<file path="src/design/rolling_fourth_power_mean_core_defines.svh">
// Assertion macros shared by the rolling fourth-power mean core.
`ifndef ROLLING_FOURTH_POWER_MEAN_CORE_DEFINES_SVH
`define ROLLING_FOURTH_POWER_MEAN_CORE_DEFINES_SVH

// Check that a condition holds in the same cycle as its trigger.
`define RFPM_ASSERT_NOW(label, ante, cons, msg) \
  label: assert property (@(posedge clk) disable iff (rst) (ante) |-> (cons)) \
    else $error(msg);

// Check that a condition holds in the cycle after its trigger.
`define RFPM_ASSERT_NEXT(label, ante, cons, msg) \
  label: assert property (@(posedge clk) disable iff (rst) (ante) |=> (cons)) \
    else $error(msg);

`endif

</file>
<file path="src/design/rfpm_pkg.sv">
// Types, widths and constants of the rolling fourth-power mean core.
package rfpm_pkg;

  // Field widths
  localparam int POWER_W    = 11;
  localparam int PERIOD_W   = 5;
  localparam int WLEN_W     = 5;
  localparam int WSUM_W     = 16;
  localparam int TOTAL_W    = 64;
  localparam int MEAN_W     = 15;
  localparam int ROOT_W     = 15;
  localparam int DUR_W      = 25;
  localparam int MUL_W      = 32;
  localparam int TERM_DROP  = 16;
  localparam int Q4_BITS    = 4;

  // Largest window sum: thirty full-scale samples
  localparam logic [WSUM_W-1:0] WSUM_MAX = 16'd61410;

  // Divider step counts
  localparam int DIV_STEP_W = 7;
  localparam logic [DIV_STEP_W-1:0] MEAN_STEPS  = 7'd20;
  localparam logic [DIV_STEP_W-1:0] TOTAL_STEPS = 7'd64;

  // Root search starts at this bit
  localparam logic [3:0] ROOT_TOP_BIT = 4'd14;

  // Window length floor(30 / period), zero for period zero
  localparam logic [WLEN_W-1:0] WINDOW_LUT [32] = '{
    5'd0,  5'd30, 5'd15, 5'd10, 5'd7, 5'd6, 5'd5, 5'd4,
    5'd3,  5'd3,  5'd3,  5'd2,  5'd2, 5'd2, 5'd2, 5'd2,
    5'd1,  5'd1,  5'd1,  5'd1,  5'd1, 5'd1, 5'd1, 5'd1,
    5'd1,  5'd1,  5'd1,  5'd1,  5'd1, 5'd1, 5'd1, 5'd0
  };

  // Divider request and status
  typedef struct packed {
    logic                  start;
    logic [DIV_STEP_W-1:0] steps;
  } div_ctl_t;

  typedef struct packed {
    logic busy;
    logic done;
  } div_sts_t;

endpackage

</file>
<file path="src/design/rfpm_if.sv">
// Handshake channels of the rolling fourth-power mean core.
interface rfpm_smp_if;
  logic                          valid;
  logic                          ready;
  logic [rfpm_pkg::POWER_W-1:0]  power_watts;
  logic                          last_sample;

  modport source (output valid, output power_watts, output last_sample, input ready);
  modport sink   (input valid, input power_watts, input last_sample, output ready);
endinterface

interface rfpm_res_if;
  logic                          valid;
  logic                          ready;
  logic [rfpm_pkg::ROOT_W-1:0]   iso_power_q4;
  logic [rfpm_pkg::DUR_W-1:0]    duration_s;
  logic                          valid_res;

  modport source (output valid, output iso_power_q4, output duration_s,
                  output valid_res, input ready);
  modport sink   (input valid, input iso_power_q4, input duration_s,
                  input valid_res, output ready);
endinterface

interface rfpm_cfg_if;
  logic                          valid;
  logic                          ready;
  logic [rfpm_pkg::PERIOD_W-1:0] data;

  modport source (output valid, output data, input ready);
  modport sink   (input valid, input data, output ready);
endinterface

</file>
<file path="src/design/rfpm_ram.sv">
// Generic single-write, single-read RAM with registered read data.
module rfpm_ram #(
  parameter int WIDTH = 11,
  parameter int DEPTH = 32
) (
  input  logic                     clk,
  input  logic                     we,
  input  logic [$clog2(DEPTH)-1:0] waddr,
  input  logic [WIDTH-1:0]         wdata,
  input  logic [$clog2(DEPTH)-1:0] raddr,
  output logic [WIDTH-1:0]         rdata
);

  logic [WIDTH-1:0] mem [DEPTH];

  // Write port
  always_ff @(posedge clk) begin
    if (we) begin
      mem[waddr] <= wdata;
    end
  end

  // Registered read port
  always_ff @(posedge clk) begin
    rdata <= mem[raddr];
  end

endmodule

</file>
<file path="src/design/rfpm_div.sv">
// Restoring divider, one quotient bit per cycle, left-aligned dividend.
module rfpm_div #(
  parameter int DIVISOR_W = 20
) (
  input  logic                              clk,
  input  logic                              rst,
  input  rfpm_pkg::div_ctl_t                ctl,
  input  logic [rfpm_pkg::TOTAL_W-1:0]      dividend,
  input  logic [DIVISOR_W-1:0]              divisor,
  output rfpm_pkg::div_sts_t                sts,
  output logic [rfpm_pkg::TOTAL_W-1:0]      quotient
);

  logic [DIVISOR_W-1:0]            rem;
  logic [DIVISOR_W-1:0]            dvs;
  logic [rfpm_pkg::DIV_STEP_W-1:0] steps_left;
  logic                            running;
  logic                            done;
  logic [DIVISOR_W:0]              shifted;
  logic [DIVISOR_W:0]              trial;
  logic                            trial_ok;

  // Shift in the next dividend bit and try a subtract
  always_comb begin
    shifted  = {rem, quotient[rfpm_pkg::TOTAL_W-1]};
    trial    = shifted - {1'b0, dvs};
    trial_ok = ~trial[DIVISOR_W];
  end

  // Step the divider
  always_ff @(posedge clk) begin
    if (rst) begin
      running <= 1'b0;
      done    <= 1'b0;
    end else begin
      done <= 1'b0;
      if (ctl.start) begin
        quotient   <= dividend;
        rem        <= '0;
        dvs        <= divisor;
        steps_left <= ctl.steps;
        running    <= 1'b1;
      end else if (running) begin
        quotient   <= {quotient[rfpm_pkg::TOTAL_W-2:0], trial_ok};
        rem        <= trial_ok ? trial[DIVISOR_W-1:0] : shifted[DIVISOR_W-1:0];
        steps_left <= steps_left - 1'b1;
        if (steps_left == rfpm_pkg::DIV_STEP_W'(1)) begin
          running <= 1'b0;
          done    <= 1'b1;
        end
      end
    end
  end

  assign sts.busy = running;
  assign sts.done = done;

endmodule

</file>
<file path="src/design/rolling_fourth_power_mean_core.sv">
// Rolling 30 s fourth-power mean core: window, accumulation and final root.
// Throughput: one sample at a time. A sample with window length > 1 runs
//   the divider for the Q4 mean, two squarings and an add; with a shorter
//   window it is not accumulated. A last sample adds a divide of the total
//   by the count and a 15-bit root found one bit at a time.
// Reset (rst, synchronous): period 1, window, sums and count cleared at once.
`include "rolling_fourth_power_mean_core_defines.svh"

module rolling_fourth_power_mean_core #(
  parameter int WINDOW_MAX = 32,
  parameter int COUNT_BITS = 20
) (
  input  logic       clk,
  input  logic       rst,
  rfpm_smp_if.sink   smp,
  rfpm_res_if.source res,
  rfpm_cfg_if.sink   cfg
);

  localparam int POS_W = (WINDOW_MAX > 1) ? $clog2(WINDOW_MAX) : 1;
  localparam int CMP_W = (POS_W > rfpm_pkg::WLEN_W) ? POS_W : rfpm_pkg::WLEN_W;

  // Sequencer states
  localparam logic [3:0] S_IDLE  = 4'd0;
  localparam logic [3:0] S_READ  = 4'd1;
  localparam logic [3:0] S_DIVM  = 4'd2;
  localparam logic [3:0] S_SQ1   = 4'd3;
  localparam logic [3:0] S_SQ2   = 4'd4;
  localparam logic [3:0] S_ACC   = 4'd5;
  localparam logic [3:0] S_FINAL = 4'd6;
  localparam logic [3:0] S_DIVT  = 4'd7;
  localparam logic [3:0] S_ROOTA = 4'd8;
  localparam logic [3:0] S_ROOTB = 4'd9;
  localparam logic [3:0] S_ROOTC = 4'd10;
  localparam logic [3:0] S_DUR   = 4'd11;
  localparam logic [3:0] S_DURW  = 4'd12;
  localparam logic [3:0] S_OUT   = 4'd13;

  logic [3:0]                        state;
  logic [rfpm_pkg::PERIOD_W-1:0]     period;
  logic [rfpm_pkg::WLEN_W-1:0]       wl;
  logic [POS_W-1:0]                  pos;
  logic [WINDOW_MAX-1:0]             ring_valid;
  logic [rfpm_pkg::WSUM_W-1:0]       wsum;
  logic [rfpm_pkg::TOTAL_W-1:0]      total;
  logic [COUNT_BITS-1:0]             count;
  logic [rfpm_pkg::POWER_W-1:0]      smp_p;
  logic                              smp_last;
  logic [rfpm_pkg::ROOT_W-1:0]       root;
  logic [3:0]                        bit_idx;
  logic [2*rfpm_pkg::MUL_W-1:0]      prod;
  logic                              out_valid;
  logic [rfpm_pkg::ROOT_W-1:0]       res_iso;
  logic [rfpm_pkg::DUR_W-1:0]        res_dur;
  logic                              res_vld;
  logic [rfpm_pkg::ROOT_W-1:0]       out_iso;
  logic [rfpm_pkg::DUR_W-1:0]        out_dur;
  logic                              out_vld;

  logic                              smp_fire;
  logic                              cfg_fire;
  logic                              out_free;
  logic                              count_full;
  logic [POS_W-1:0]                  pos_eff;
  logic [POS_W-1:0]                  pos_next;
  logic [rfpm_pkg::POWER_W-1:0]      ram_rdata;
  logic [rfpm_pkg::POWER_W-1:0]      old_p;
  logic [rfpm_pkg::WSUM_W:0]         sum_plus;
  logic [rfpm_pkg::WSUM_W-1:0]       sum_new;
  logic [rfpm_pkg::WLEN_W-1:0]       wl_cfg;
  logic [rfpm_pkg::ROOT_W-1:0]       trial_t;
  logic [rfpm_pkg::MUL_W-1:0]        mul_a;
  logic [rfpm_pkg::MUL_W-1:0]        mul_b;
  logic [rfpm_pkg::TOTAL_W:0]        total_sum;
  logic [rfpm_pkg::TOTAL_W-1:0]      div_dividend;
  logic [COUNT_BITS-1:0]             div_divisor;
  rfpm_pkg::div_ctl_t                div_ctl;
  rfpm_pkg::div_sts_t                div_sts;
  logic [rfpm_pkg::TOTAL_W-1:0]      div_q;

  // Handshakes
  assign smp.ready  = (state == S_IDLE) && !cfg.valid;
  assign cfg.ready  = (state == S_IDLE);
  assign smp_fire   = smp.valid && smp.ready;
  assign cfg_fire   = cfg.valid && cfg.ready;
  assign out_free   = !out_valid || res.ready;
  assign count_full = (count == '1);

  // Window length for a newly written period, capped at the ring depth
  always_comb begin
    wl_cfg = rfpm_pkg::WINDOW_LUT[cfg.data];
    if (int'(wl_cfg) > WINDOW_MAX) begin
      wl_cfg = rfpm_pkg::WLEN_W'(WINDOW_MAX);
    end
  end

  // Ring position, wrapped into the current window
  always_comb begin
    pos_eff  = (CMP_W'(pos) >= CMP_W'(wl)) ? '0 : pos;
    pos_next = ((CMP_W'(pos_eff) + CMP_W'(1)) >= CMP_W'(wl)) ? '0 : pos_eff + 1'b1;
  end

  // Window ring storage
  rfpm_ram #(
    .WIDTH (rfpm_pkg::POWER_W),
    .DEPTH (WINDOW_MAX)
  ) u_ring (
    .clk   (clk),
    .we    (state == S_READ),
    .waddr (pos_eff),
    .wdata (smp_p),
    .raddr (pos_eff),
    .rdata (ram_rdata)
  );

  // Swap the oldest sample for the new one in the window sum
  always_comb begin
    old_p    = ring_valid[pos_eff] ? ram_rdata : '0;
    sum_plus = {1'b0, wsum} + (rfpm_pkg::WSUM_W+1)'(smp_p);
    sum_new  = (sum_plus >= (rfpm_pkg::WSUM_W+1)'(old_p)) ?
               rfpm_pkg::WSUM_W'(sum_plus - (rfpm_pkg::WSUM_W+1)'(old_p)) : '0;
  end

  // Divider requests: Q4 window mean, then total over count
  always_comb begin
    div_ctl.start = ((state == S_READ) && !count_full) ||
                    ((state == S_FINAL) && (count != '0));
    div_ctl.steps = (state == S_READ) ? rfpm_pkg::MEAN_STEPS : rfpm_pkg::TOTAL_STEPS;
    if (state == S_READ) begin
      div_dividend = {sum_new, {rfpm_pkg::Q4_BITS{1'b0}},
                      {(rfpm_pkg::TOTAL_W - rfpm_pkg::WSUM_W - rfpm_pkg::Q4_BITS){1'b0}}};
      div_divisor  = COUNT_BITS'(wl);
    end else begin
      div_dividend = total;
      div_divisor  = count;
    end
  end

  rfpm_div #(
    .DIVISOR_W (COUNT_BITS)
  ) u_div (
    .clk      (clk),
    .rst      (rst),
    .ctl      (div_ctl),
    .dividend (div_dividend),
    .divisor  (div_divisor),
    .sts      (div_sts),
    .quotient (div_q)
  );

  // Shared multiplier operands
  assign trial_t = root | (rfpm_pkg::ROOT_W'(1) << bit_idx);

  always_comb begin
    case (state)
      S_SQ1: begin
        mul_a = rfpm_pkg::MUL_W'(div_q[rfpm_pkg::MEAN_W-1:0]);
        mul_b = rfpm_pkg::MUL_W'(div_q[rfpm_pkg::MEAN_W-1:0]);
      end
      S_SQ2, S_ROOTB: begin
        mul_a = rfpm_pkg::MUL_W'(prod[2*rfpm_pkg::ROOT_W-1:0]);
        mul_b = rfpm_pkg::MUL_W'(prod[2*rfpm_pkg::ROOT_W-1:0]);
      end
      S_ROOTA: begin
        mul_a = rfpm_pkg::MUL_W'(trial_t);
        mul_b = rfpm_pkg::MUL_W'(trial_t);
      end
      S_DUR: begin
        mul_a = rfpm_pkg::MUL_W'(count);
        mul_b = rfpm_pkg::MUL_W'(period);
      end
      default: begin
        mul_a = '0;
        mul_b = '0;
      end
    endcase
  end

  // Register every product
  always_ff @(posedge clk) begin
    prod <= mul_a * mul_b;
  end

  // Saturating add of the dropped fourth power
  assign total_sum = {1'b0, total} +
                     (rfpm_pkg::TOTAL_W+1)'(prod[4*rfpm_pkg::MEAN_W-1:rfpm_pkg::TERM_DROP]);

  // Sequencer and accumulator state
  always_ff @(posedge clk) begin
    if (rst) begin
      state      <= S_IDLE;
      period     <= rfpm_pkg::PERIOD_W'(1);
      wl         <= (int'(rfpm_pkg::WINDOW_LUT[1]) > WINDOW_MAX) ?
                    rfpm_pkg::WLEN_W'(WINDOW_MAX) : rfpm_pkg::WINDOW_LUT[1];
      pos        <= '0;
      ring_valid <= '0;
      wsum       <= '0;
      total      <= '0;
      count      <= '0;
    end else begin
      case (state)
        S_IDLE: begin
          if (cfg_fire) begin
            period     <= cfg.data;
            wl         <= wl_cfg;
            pos        <= '0;
            ring_valid <= '0;
            wsum       <= '0;
            total      <= '0;
            count      <= '0;
          end else if (smp_fire) begin
            smp_p    <= smp.power_watts;
            smp_last <= smp.last_sample;
            if (wl > rfpm_pkg::WLEN_W'(1)) begin
              state <= S_READ;
            end else if (smp.last_sample) begin
              state <= S_FINAL;
            end
          end
        end
        S_READ: begin
          wsum                <= sum_new;
          ring_valid[pos_eff] <= 1'b1;
          pos                 <= pos_next;
          if (!count_full) begin
            state <= S_DIVM;
          end else begin
            state <= smp_last ? S_FINAL : S_IDLE;
          end
        end
        S_DIVM: begin
          if (div_sts.done) begin
            state <= S_SQ1;
          end
        end
        S_SQ1: begin
          state <= S_SQ2;
        end
        S_SQ2: begin
          state <= S_ACC;
        end
        S_ACC: begin
          total <= total_sum[rfpm_pkg::TOTAL_W] ? '1 : total_sum[rfpm_pkg::TOTAL_W-1:0];
          count <= count + 1'b1;
          state <= smp_last ? S_FINAL : S_IDLE;
        end
        S_FINAL: begin
          if (count == '0) begin
            res_iso <= '0;
            res_dur <= '0;
            res_vld <= 1'b0;
            state   <= S_OUT;
          end else begin
            state <= S_DIVT;
          end
        end
        S_DIVT: begin
          if (div_sts.done) begin
            root    <= '0;
            bit_idx <= rfpm_pkg::ROOT_TOP_BIT;
            state   <= S_ROOTA;
          end
        end
        S_ROOTA: begin
          state <= S_ROOTB;
        end
        S_ROOTB: begin
          state <= S_ROOTC;
        end
        S_ROOTC: begin
          if ((prod >> rfpm_pkg::TERM_DROP) <= div_q) begin
            root <= trial_t;
          end
          if (bit_idx == '0) begin
            state <= S_DUR;
          end else begin
            bit_idx <= bit_idx - 1'b1;
            state   <= S_ROOTA;
          end
        end
        S_DUR: begin
          state <= S_DURW;
        end
        S_DURW: begin
          res_iso <= root;
          res_dur <= prod[rfpm_pkg::DUR_W-1:0];
          res_vld <= 1'b1;
          state   <= S_OUT;
        end
        S_OUT: begin
          if (out_free) begin
            pos        <= '0;
            ring_valid <= '0;
            wsum       <= '0;
            total      <= '0;
            count      <= '0;
            state      <= S_IDLE;
          end
        end
        default: begin
          state <= S_IDLE;
        end
      endcase
    end
  end

  // Output register: load a finished result, drop it once the beat is taken
  always_ff @(posedge clk) begin
    if (rst) begin
      out_valid <= 1'b0;
    end else if ((state == S_OUT) && out_free) begin
      out_valid <= 1'b1;
    end else if (res.ready) begin
      out_valid <= 1'b0;
    end
  end

  always_ff @(posedge clk) begin
    if ((state == S_OUT) && out_free) begin
      out_iso <= res_iso;
      out_dur <= res_dur;
      out_vld <= res_vld;
    end
  end

  assign res.valid        = out_valid;
  assign res.iso_power_q4 = out_iso;
  assign res.duration_s   = out_dur;
  assign res.valid_res    = out_vld;

  // Checks
  `RFPM_ASSERT_NOW(a_mean_fits, state == S_SQ1, div_q[rfpm_pkg::TOTAL_W-1:rfpm_pkg::MEAN_W] == '0, "window mean wider than 15 bits")
  `RFPM_ASSERT_NOW(a_wsum_bound, state == S_IDLE, wsum <= rfpm_pkg::WSUM_MAX, "window sum above full scale")
  `RFPM_ASSERT_NOW(a_pos_in_window, state == S_IDLE && wl > rfpm_pkg::WLEN_W'(1), CMP_W'(pos) < CMP_W'(wl), "ring position outside window")
  `RFPM_ASSERT_NEXT(a_clear_after_result, state == S_OUT && out_free, count == '0 && total == '0 && wsum == '0, "state not cleared after result")

endmodule
</file>
<file path="src/flat_wrapper.sv">
// flat-port wrapper written by rule: the top's interface ports become plain ports
module rolling_fourth_power_mean_core_flat 
#(
  parameter int WINDOW_MAX = 32,
  parameter int COUNT_BITS = 20
)
  (clk, rst, smp_valid, smp_power_watts, smp_last_sample, smp_ready, res_valid, res_iso_power_q4, res_duration_s, res_valid_res, res_ready, cfg_valid, cfg_data, cfg_ready);
  rfpm_smp_if smp_i ();
  rfpm_res_if res_i ();
  rfpm_cfg_if cfg_i ();
  input  logic clk;
  input  logic rst;
  input wire logic [$bits(smp_i.valid)-1:0] smp_valid;
  input wire logic [$bits(smp_i.power_watts)-1:0] smp_power_watts;
  input wire logic [$bits(smp_i.last_sample)-1:0] smp_last_sample;
  output wire logic [$bits(smp_i.ready)-1:0] smp_ready;
  output wire logic [$bits(res_i.valid)-1:0] res_valid;
  output wire logic [$bits(res_i.iso_power_q4)-1:0] res_iso_power_q4;
  output wire logic [$bits(res_i.duration_s)-1:0] res_duration_s;
  output wire logic [$bits(res_i.valid_res)-1:0] res_valid_res;
  input wire logic [$bits(res_i.ready)-1:0] res_ready;
  input wire logic [$bits(cfg_i.valid)-1:0] cfg_valid;
  input wire logic [$bits(cfg_i.data)-1:0] cfg_data;
  output wire logic [$bits(cfg_i.ready)-1:0] cfg_ready;
  assign smp_i.valid = smp_valid;
  assign smp_i.power_watts = smp_power_watts;
  assign smp_i.last_sample = smp_last_sample;
  assign smp_ready = smp_i.ready;
  assign res_valid = res_i.valid;
  assign res_iso_power_q4 = res_i.iso_power_q4;
  assign res_duration_s = res_i.duration_s;
  assign res_valid_res = res_i.valid_res;
  assign res_i.ready = res_ready;
  assign cfg_i.valid = cfg_valid;
  assign cfg_i.data = cfg_data;
  assign cfg_ready = cfg_i.ready;
  rolling_fourth_power_mean_core #(.WINDOW_MAX(WINDOW_MAX), .COUNT_BITS(COUNT_BITS)) u_core (.clk(clk), .rst(rst), .smp(smp_i), .res(res_i), .cfg(cfg_i));
endmodule
</file>
<file path="config.mk">
export PLATFORM = sky130hd
export DESIGN_NAME = rolling_fourth_power_mean_core_flat
export DESIGN_NICKNAME = d
export VERILOG_FILES = /design/src/design/rfpm_pkg.sv /design/src/design/rfpm_if.sv /design/src/design/rfpm_ram.sv /design/src/design/rfpm_div.sv /design/src/design/rolling_fourth_power_mean_core.sv /design/src/flat_wrapper.sv
export VERILOG_INCLUDE_DIRS = /design/src /design/src/design
export SDC_FILE = /design/constraint.sdc
export NUM_CORES = 2
export LEC_CHECK = 0
export ABC_CLOCK_PERIOD_IN_PS = 15800
export BUFFER_PORTS_ARGS = -buffer_cell sky130_fd_sc_hd__buf_2
export CAP_MARGIN = 20
export CORE_MARGIN = 1.5
export CORE_UTILIZATION = 60
export CTS_CLUSTER_DIAMETER = 80
export CTS_CLUSTER_SIZE = 12
export DETAILED_ROUTE_END_ITERATION = 10
export PLACE_DENSITY_LB_ADDON = 0.2
export SETUP_SLACK_MARGIN = 0.3
export SLEW_MARGIN = 30
export SYNTH_ARGS = -nofsm -noshare
export SYNTH_HDL_FRONTEND = slang
export SYNTH_SLANG_ARGS = --single-unit
</file>
<file path="constraint.sdc">
create_clock -name clk -period 15.8 [get_ports clk]
set_input_delay 4.74 -clock clk [delete_from_list [all_inputs] [get_ports clk]]
set_output_delay 4.74 -clock clk [all_outputs]
set_load 0.03 [all_outputs]
</file>
# After elaboration in Yosys (flattened, before gate mapping)
# Memory sizes are Yosys's and may differ from the RTL's. A register that Yosys moved wholly into a read port is not among the register bits.
# Cells that the tools add are included.
[word_totals]
register_bits = 437
memories = 2
rom_bits = 160
out_inout_bits = 44
latchBits = 0
mem_bits_rw = 352
[classes]
muxes = 67
shifts = 1
n_mul = 1
div_mod_pow = 0
bitwise_logic = 7
addsub = 8
eq_ne = 25
order_cmp = 7
n_reduce_logical = 34
[memory_table]
columns = ["name", "depth", "word_bits", "rd", "rd_clocked_by_memory_dff", "wr", "line", "source"]
rows = [
  ["u_core.u_ring.mem", 32, 11, 1, 1, 1, "rfpm_ram.sv:14", "logic [WIDTH-1:0] mem [DEPTH];"],
  ["(name not given)", 32, 5, 1, 1, 0, "rolling_fourth_power_mean_core.sv:91", "wl_cfg = rfpm_pkg::WINDOW_LUT[cfg.data];"],
]
[op_table]
columns = ["cell", "count"]
rows = [
  ["2-to-1 mux 64 bit", 6],
  ["case mux 30 bit (4 select lines)", 2],
  ["case mux 64 bit (3 select lines)", 1],
  ["case mux 32 bit (3 select lines)", 1],
  ["2-to-1 mux 20 bit", 4],
  ["adder 64 x 44 -> 65 bit", 1],
  ["less-or-equal comparator 48 x 64 -> 1 bit", 1],
  ["2-to-1 mux 32 bit", 2],
  ["multiplier 30 x 30 -> 60 bit", 1],
  ["case mux 15 bit (2 select lines)", 2],
  ["case mux 20 bit (3 select lines)", 1],
  ["case mux 4 bit (14 select lines)", 1],
  ["case mux 25 bit (2 select lines)", 1],
  ["2-to-1 mux 16 bit", 3],
  ["case mux 16 bit (3 select lines)", 1],
  ["2-to-1 mux 15 bit", 3],
  ["2-to-1 mux 4 bit", 11],
  ["bitwise OR 32 bit", 1],
  ["2-to-1 mux 25 bit", 1],
  ["2-to-1 mux 5 bit", 5],
  ["== test 4 bit, second input constant", 6],
  ["2-to-1 mux 7 bit", 3],
  ["subtractor 21 x 20 -> 21 bit", 1],
  ["adder 20 x 1 -> 20 bit, second input constant", 1],
  ["other kinds (45)", 90],
]

# Depth between registers and ports, before layout
[logic_depth]
ltp_word = 9
depth_mapped = 37
depth_no_buf = 36

# Cells and area by module
# From an unflattened synthesis, not the netlist that was laid out.
[hier_totals]
cells_unflattened = 6508
hier_area_um2 = 66148.4
[modules_own_cells]
columns = ["module", "instances", "cells_each", "area_each_um2"]
rows = [
  ["rolling_fourth_power_mean_core", 1, 5256, 46123.0],
  ["rfpm_ram", 1, 801, 14192.4],
  ["rfpm_div", 1, 451, 5833.1],
]

# Worst setup path before layout
# OpenSTA, ideal clock, no wires.
[synth_path]
path_type = "input to register"
from = "input port rst"
to = "register u_core.u_div.quotient[0] in the netlist's numbering, enable pin"
cell_stages = 3
t_arrival_ns = 9.538
slack_ns = 5.691
required_ns = 15.229
path_buffers = 2
path_cell_list = "clkbuf_1 > clkbuf_1 > a21oi_1"
[synth_between]
elab_chain_len = 2
[synth_rtl]
columns = ["element", "line", "source"]
rows = [
  ["start, declared", "flat_wrapper.sv:12", "input logic rst;"],
  ["inverter 1 bit (no source line)", "--", ""],
  ["AND reduction 2 bit (no source line)", "--", ""],
  ["end signal, assigned", "rfpm_div.sv:38", "quotient <= dividend;"],
  ["end signal, assigned", "rfpm_div.sv:44", "quotient <= {quotient[rfpm_pkg::TOTAL_W-2:0], trial_ok};"],
  ["end, declared", "rfpm_div.sv:11", "output logic [rfpm_pkg::TOTAL_W-1:0] quotient"],
]
# No other way between the ends.
# A chain may end at the register's enable or synchronous reset.

# Worst setup path after layout
[layout_path]
from = "register u_core.state[2]"
to = "register u_core.prod[59] in the netlist's numbering"
[layout_between]
elab_chain_len = 4
word_cells_on_any_way = 9
cone_classes = "1 x mul; 5 x eq/ne; 2 x mux; 1 x reduce/logical"
[layout_rtl]
columns = ["element", "line", "source"]
rows = [
  ["start, declared", "rolling_fourth_power_mean_core.sv:39", "logic [3:0] state;"],
  ["start signal, assigned", "rolling_fourth_power_mean_core.sv:228", "state <= smp_last ? S_FINAL : S_IDLE;"],
  ["start signal, assigned", "rolling_fourth_power_mean_core.sv:245", "state <= smp_last ? S_FINAL : S_IDLE;"],
  ["== test 4 x 3 -> 1 bit / == test 4 bit (equally long branches)", "rolling_fourth_power_mean_core.sv:155", "case (state)"],
  ["OR reduction 2 bit", "rolling_fourth_power_mean_core.sv:155", ""],
  ["case mux 30 bit (4 select lines)", "rolling_fourth_power_mean_core.sv:155", ""],
  ["multiplier 30 x 30 -> 60 bit *", "rolling_fourth_power_mean_core.sv:181", "prod <= mul_a * mul_b;"],
  ["end signal, assigned", "rolling_fourth_power_mean_core.sv:181", ""],
  ["end, declared", "rolling_fourth_power_mean_core.sv:51", "logic [2*rfpm_pkg::MUL_W-1:0] prod;"],
]
# Mark *: on every way between the ends. The rest lies on a longest branch, timed or not.

==> summary.md <==
| Metric | Value |
|---|---|
| Die W | `331 µm` |
| Post-route DRC | `0` |
| Leakage | `30.7 nW` |
| CTS root buf | `clkbuf_16` |
| Final setup margin | `4.03 ns` |
| Worst hold start | `u_core.res_iso[6]` |
| Min Tclk post-route | `11.77 ns` |
| DIE HEIGHT | `331 µm` |
| Reg-to-reg endpoint | `u_core.prod[59]` |
| Worst slew margin | `0.278` |
| HP Class | `flip-flop to flip-flop` |
| First-pass GRT wire length | `282,000 µm` |
| Post-route ant nets | `0` |
| Seq/Total Area, Yosys | `0.338` |
| Port bufs | `65` |
| WHS | `0.393 ns` |
| Total grt overflow | `0` |
| Final hold viol count | `0` |
| Sink Count | `801` |
| Post-Syn Area | `0.0645 mm²` |
| GPL Wtd Cong | `1.02` |
| Largest net degree at the start of global routing | `108` |
| Slew Limit Fails | `0` |
| CP required | `16.40 ns` |
| Hold Path Stages | `0` |
| Crit path buffers/inverters | `7` |
| Clock buffer depth | `3` |
| CTS clk-pin slew, worst paths | `0.07 ns` |
| CTS tree | `yes` |
| R2r setup slk | `4.03 ns` |
| Area Growth Syn to Fin | `6.85%` |
| Final nets | `7,578` |
| Flops & latches, synth | `801` |
| Critical path type | `flip-flop to flip-flop` |
| Routed WL per cell | `23.4 µm` |
| RSZ-0062 raised after global routing | `no` |
| Clk_lat worst skew | `0.66 ns` |
| I/O pin count | `66` |
| Via-to-Cell Ratio | `6.07` |
| Pre-CTS WS | `4.39 ns` |
| Outcome | `finished, final reports clean` |
| Antenna violations before repair | `6` |
| Crit path max fanout | `59` |
| Syn avg cell area | `9.99 µm²` |
| Period Utilization, post-route | `0.745` |
| GRT Total Usage | `0.342` |
| Vias in the first global route | `47,700` |
| Mapped Cells | `6,462` |
| Final setup vio count | `0` |
| Synthesis Warnings | `0` |
| Number of DRC markers in iteration 0 | `4,898` |
| Total CTS buffers | `78` |
| Total wire length | `184,000 µm` |
| Cell family with most CP delay | `adder cells` |
| Worst r2r src | `u_core.state[2]` |
| Initial Util | `0.604` |
| Pre-antenna DRT Iters | `6` |
| Power per cell area | `62.4 mW/mm²` |
| Core footprint | `0.107 mm²` |
| Most used cell, CP | `fa_1` |
| Setup bufs post-CTS | `0` |
| Crit-path slowest cell | `nand2_1` |
| Share of cells above drive strength 1 | `0.0601` |
| Net Count, Synth | `7,653` |
| FF-to-FF path depth | `32` |
| Fillers | `8,619` |
| Clock skew | `0.0390 ns` |
| Crit path DAT | `12.37 ns` |
| Row cnt | `120` |
| Max H-tree Level | `3` |
| Post-synth EDFFs | `576` |
| Die area | `0.110 mm²` |
| Max Cap Violations | `0` |
| Fmax | `0.0850 GHz` |
| Asr flop ratio synth | `0` |
| Hold_buf cts | `0` |
| Slowest stage delay, CP | `0.98 ns` |
| Setup_tns | `0 ns` |
| Via count | `47,700` |
| Worst VDD drop | `0.133 mV` |
| Hold EP | `u_core.res.iso_power_q4[6]` |
| Startpoint types | `flip-flop` |
| Main flop type after synthesis | `edfxtp_1` |
| Post-CTS sizing | `0` |
| Yosys cell types | `90` |
| Worst Tran Pin Value | `1.08 ns` |
| Final HPWL DP | `137,000 µm` |
| CP endpoint kind | `flip-flop` |
logic make-up (layout without fill, tap and decap cells):
logic type / after synthesis / count (layout) / synth area share
buffers and inverters: 1421 / 1411 / 0.0832
multiplexers: 46 / 46 / 0.0116
flip-flops: 801 / 801 / 0.338
other: 0 / 2 / 0
XOR/XNOR: 162 / 162 / 0.0220
adder cells (fa/ha/maj): 1169 / 1169 / 0.316
AO/OA/AOI/OAI: 1026 / 1026 / 0.105
AND/OR/NAND/NOR: 1837 / 1837 / 0.124
Yosys cell counts (9+ instances only):
cell type  number  area share
dfxtp_1       225       0.070
o2111ai_1      10      0.0014
a21oi_1       319       0.025
a22oi_1        17      0.0020
inv_1        1092       0.064
o21ai_0       157       0.012
nor2_1        631       0.037
o22ai_1        13      0.0013
o21bai_1       25      0.0029
mux4_2         23      0.0080
xor2_1         60      0.0081
a221o_1        13      0.0020
o31ai_1        51      0.0059
buf_1          18      0.0010
nand3b_1        9      0.0010
fa_1          768        0.24
nor3_1         46      0.0036
nand2b_1       33      0.0032
xnor2_1       102       0.014
and2_1         75      0.0073
nor4_1         20      0.0019
a22o_1         15      0.0020
nor2b_1        30      0.0029
nand3_1       102      0.0079
edfxtp_1      576        0.27
o221ai_1       59      0.0080
and3_1         75      0.0073
nand4_1        51      0.0049
a21o_1         74      0.0086
mux2i_1        21      0.0033
o21a_1         26      0.0030
a211oi_1       50      0.0058
ha_1          401       0.078
o211ai_1       23      0.0027
nand2_1       704       0.041
buf_2          23      0.0018
clkbuf_1      273       0.016
a311oi_1       13      0.0018
and2_0          9     0.00087
a31oi_1        70      0.0068
a221oi_1       10      0.0014
or3_1          20      0.0019
worst max-delay path by stage:
| stage | startpoint | endpoint | slack [ns] | cells after the start |
|---|---|---|---|---|
| floorplan | rst | u_core.u_div.quotient[0] | 5.69 | 3 |
| global placement | u_core.state[2] | u_core.prod[59] | 4.48 | 32 |
| detailed placement | u_core.state[2] | u_core.prod[59] | 4.39 | 32 |
| CTS | u_core.state[2] | u_core.prod[59] | 4.36 | 32 |
| global route | u_core.state[2] | u_core.prod[56] | 3.82 | 33 |
| finish | u_core.state[2] | u_core.prod[59] | 4.03 | 32 |
registers in the layout, summed over array words and instances (netlist names), 7 cells and up:
register / flops
u_core.wsum: 16
u_core.prod: 60
u_core.u_ring.rdata: 11
u_core.res.iso_power_q4: 15
u_core.u_div.steps_left: 7
u_core.u_div.quotient: 64
u_core.u_div.dvs: 20
u_core.u_div.rem: 20
u_core.root: 15
u_core.count: 20
u_core.res_iso: 15
u_core.total: 64
u_core.res_dur: 25
u_core.ring_valid: 32
u_core.res.duration_s: 25
u_core.smp_p: 11
u_core.u_ring.mem: 352
layout make-up:
cell class,count,area (µm²),share of cell area
multi-input cells,4240,37700,0.547
flip-flops and latches,801,21800,0.316
inverters,1102,4140,0.0600
clock buffers,134,2160,0.0314
well taps,1403,1760,0.0255
repair buffers,164,1120,0.0163
clock inverters,11,235,0.00341
diodes,2,5.00,0.0000726
where the power goes:
part / internal, mW / total (mW) / switching [mW]
Sequential: 2.26 / 2.27 / 0.0133
Clock: 0.965 / 1.80 / 0.834
Combinational: 0.0743 / 0.226 / 0.152
Total: 3.30 / 4.30 / 0.999
layer usage:
metal,up-vias,share of wire,track usage
li1,21100,-,-
met1,23600,0.40,0.474
met2,2411,0.45,0.523
met3,552,0.10,0.0690
met4,4,0.055,0.156
met5,-,0.00015,0
cells in the final DEF (no fill, tap or decap), types with 21 or more instances in the layout:
master     netlist  final
clkbuf_16        0     79
xor2_1          60     59
and3_1          75     74
mux4_2          23     23
dfxtp_1        225    225
buf_2           23     64
buf_4            1     95
nor3_1          46     43
nor2b_1         30     29
edfxtp_1       576    576
fa_1           768    768
o21bai_1        25     25
ha_1           401    401
nand2b_1        33     33
clkbuf_1       273     56
o221ai_1        59     59
o211ai_1        23     23
nor2_1         631    593
nor2_2           0     34
mux2i_1         21     21
o31ai_1         51     51
nand3_1        102    102
a31oi_1         70     70
xnor2_1        102    102
o21ai_0        157    156
a21o_1          74     74
and2_1          75     74
nand4_1         51     51
inv_1         1092   1091
a21oi_1        319    299
nand2_1        704    701
o21a_1          26     26
a211oi_1        50     49
through the flow:
stage	util	cells	total power, mW	instance area, µm²
final	0.645	7857	4.30	69000
after global routing	0.645	7856	4.43	69000
after CTS	0.644	7854	4.32	68900
after detailed placement	0.622	7709	2.54	66500
after global placement	0.621	7706	2.54	66300
after floorplan	-	6462	2.47	64500
worst reg2reg max path: cells and delay by family, from the launching register on:
kind                       cells  cell delay (ns)
adders and majority gates      9             4.33
AOI/OAI and AO/OA              9             2.43
and+or+nand+nor                5             2.24
buffers and inverters          7             1.62
DFF                            1             0.64
muxes                          1             0.35
xor gates and xnor gates       1             0.13
(Power assumes the default switching activity.)
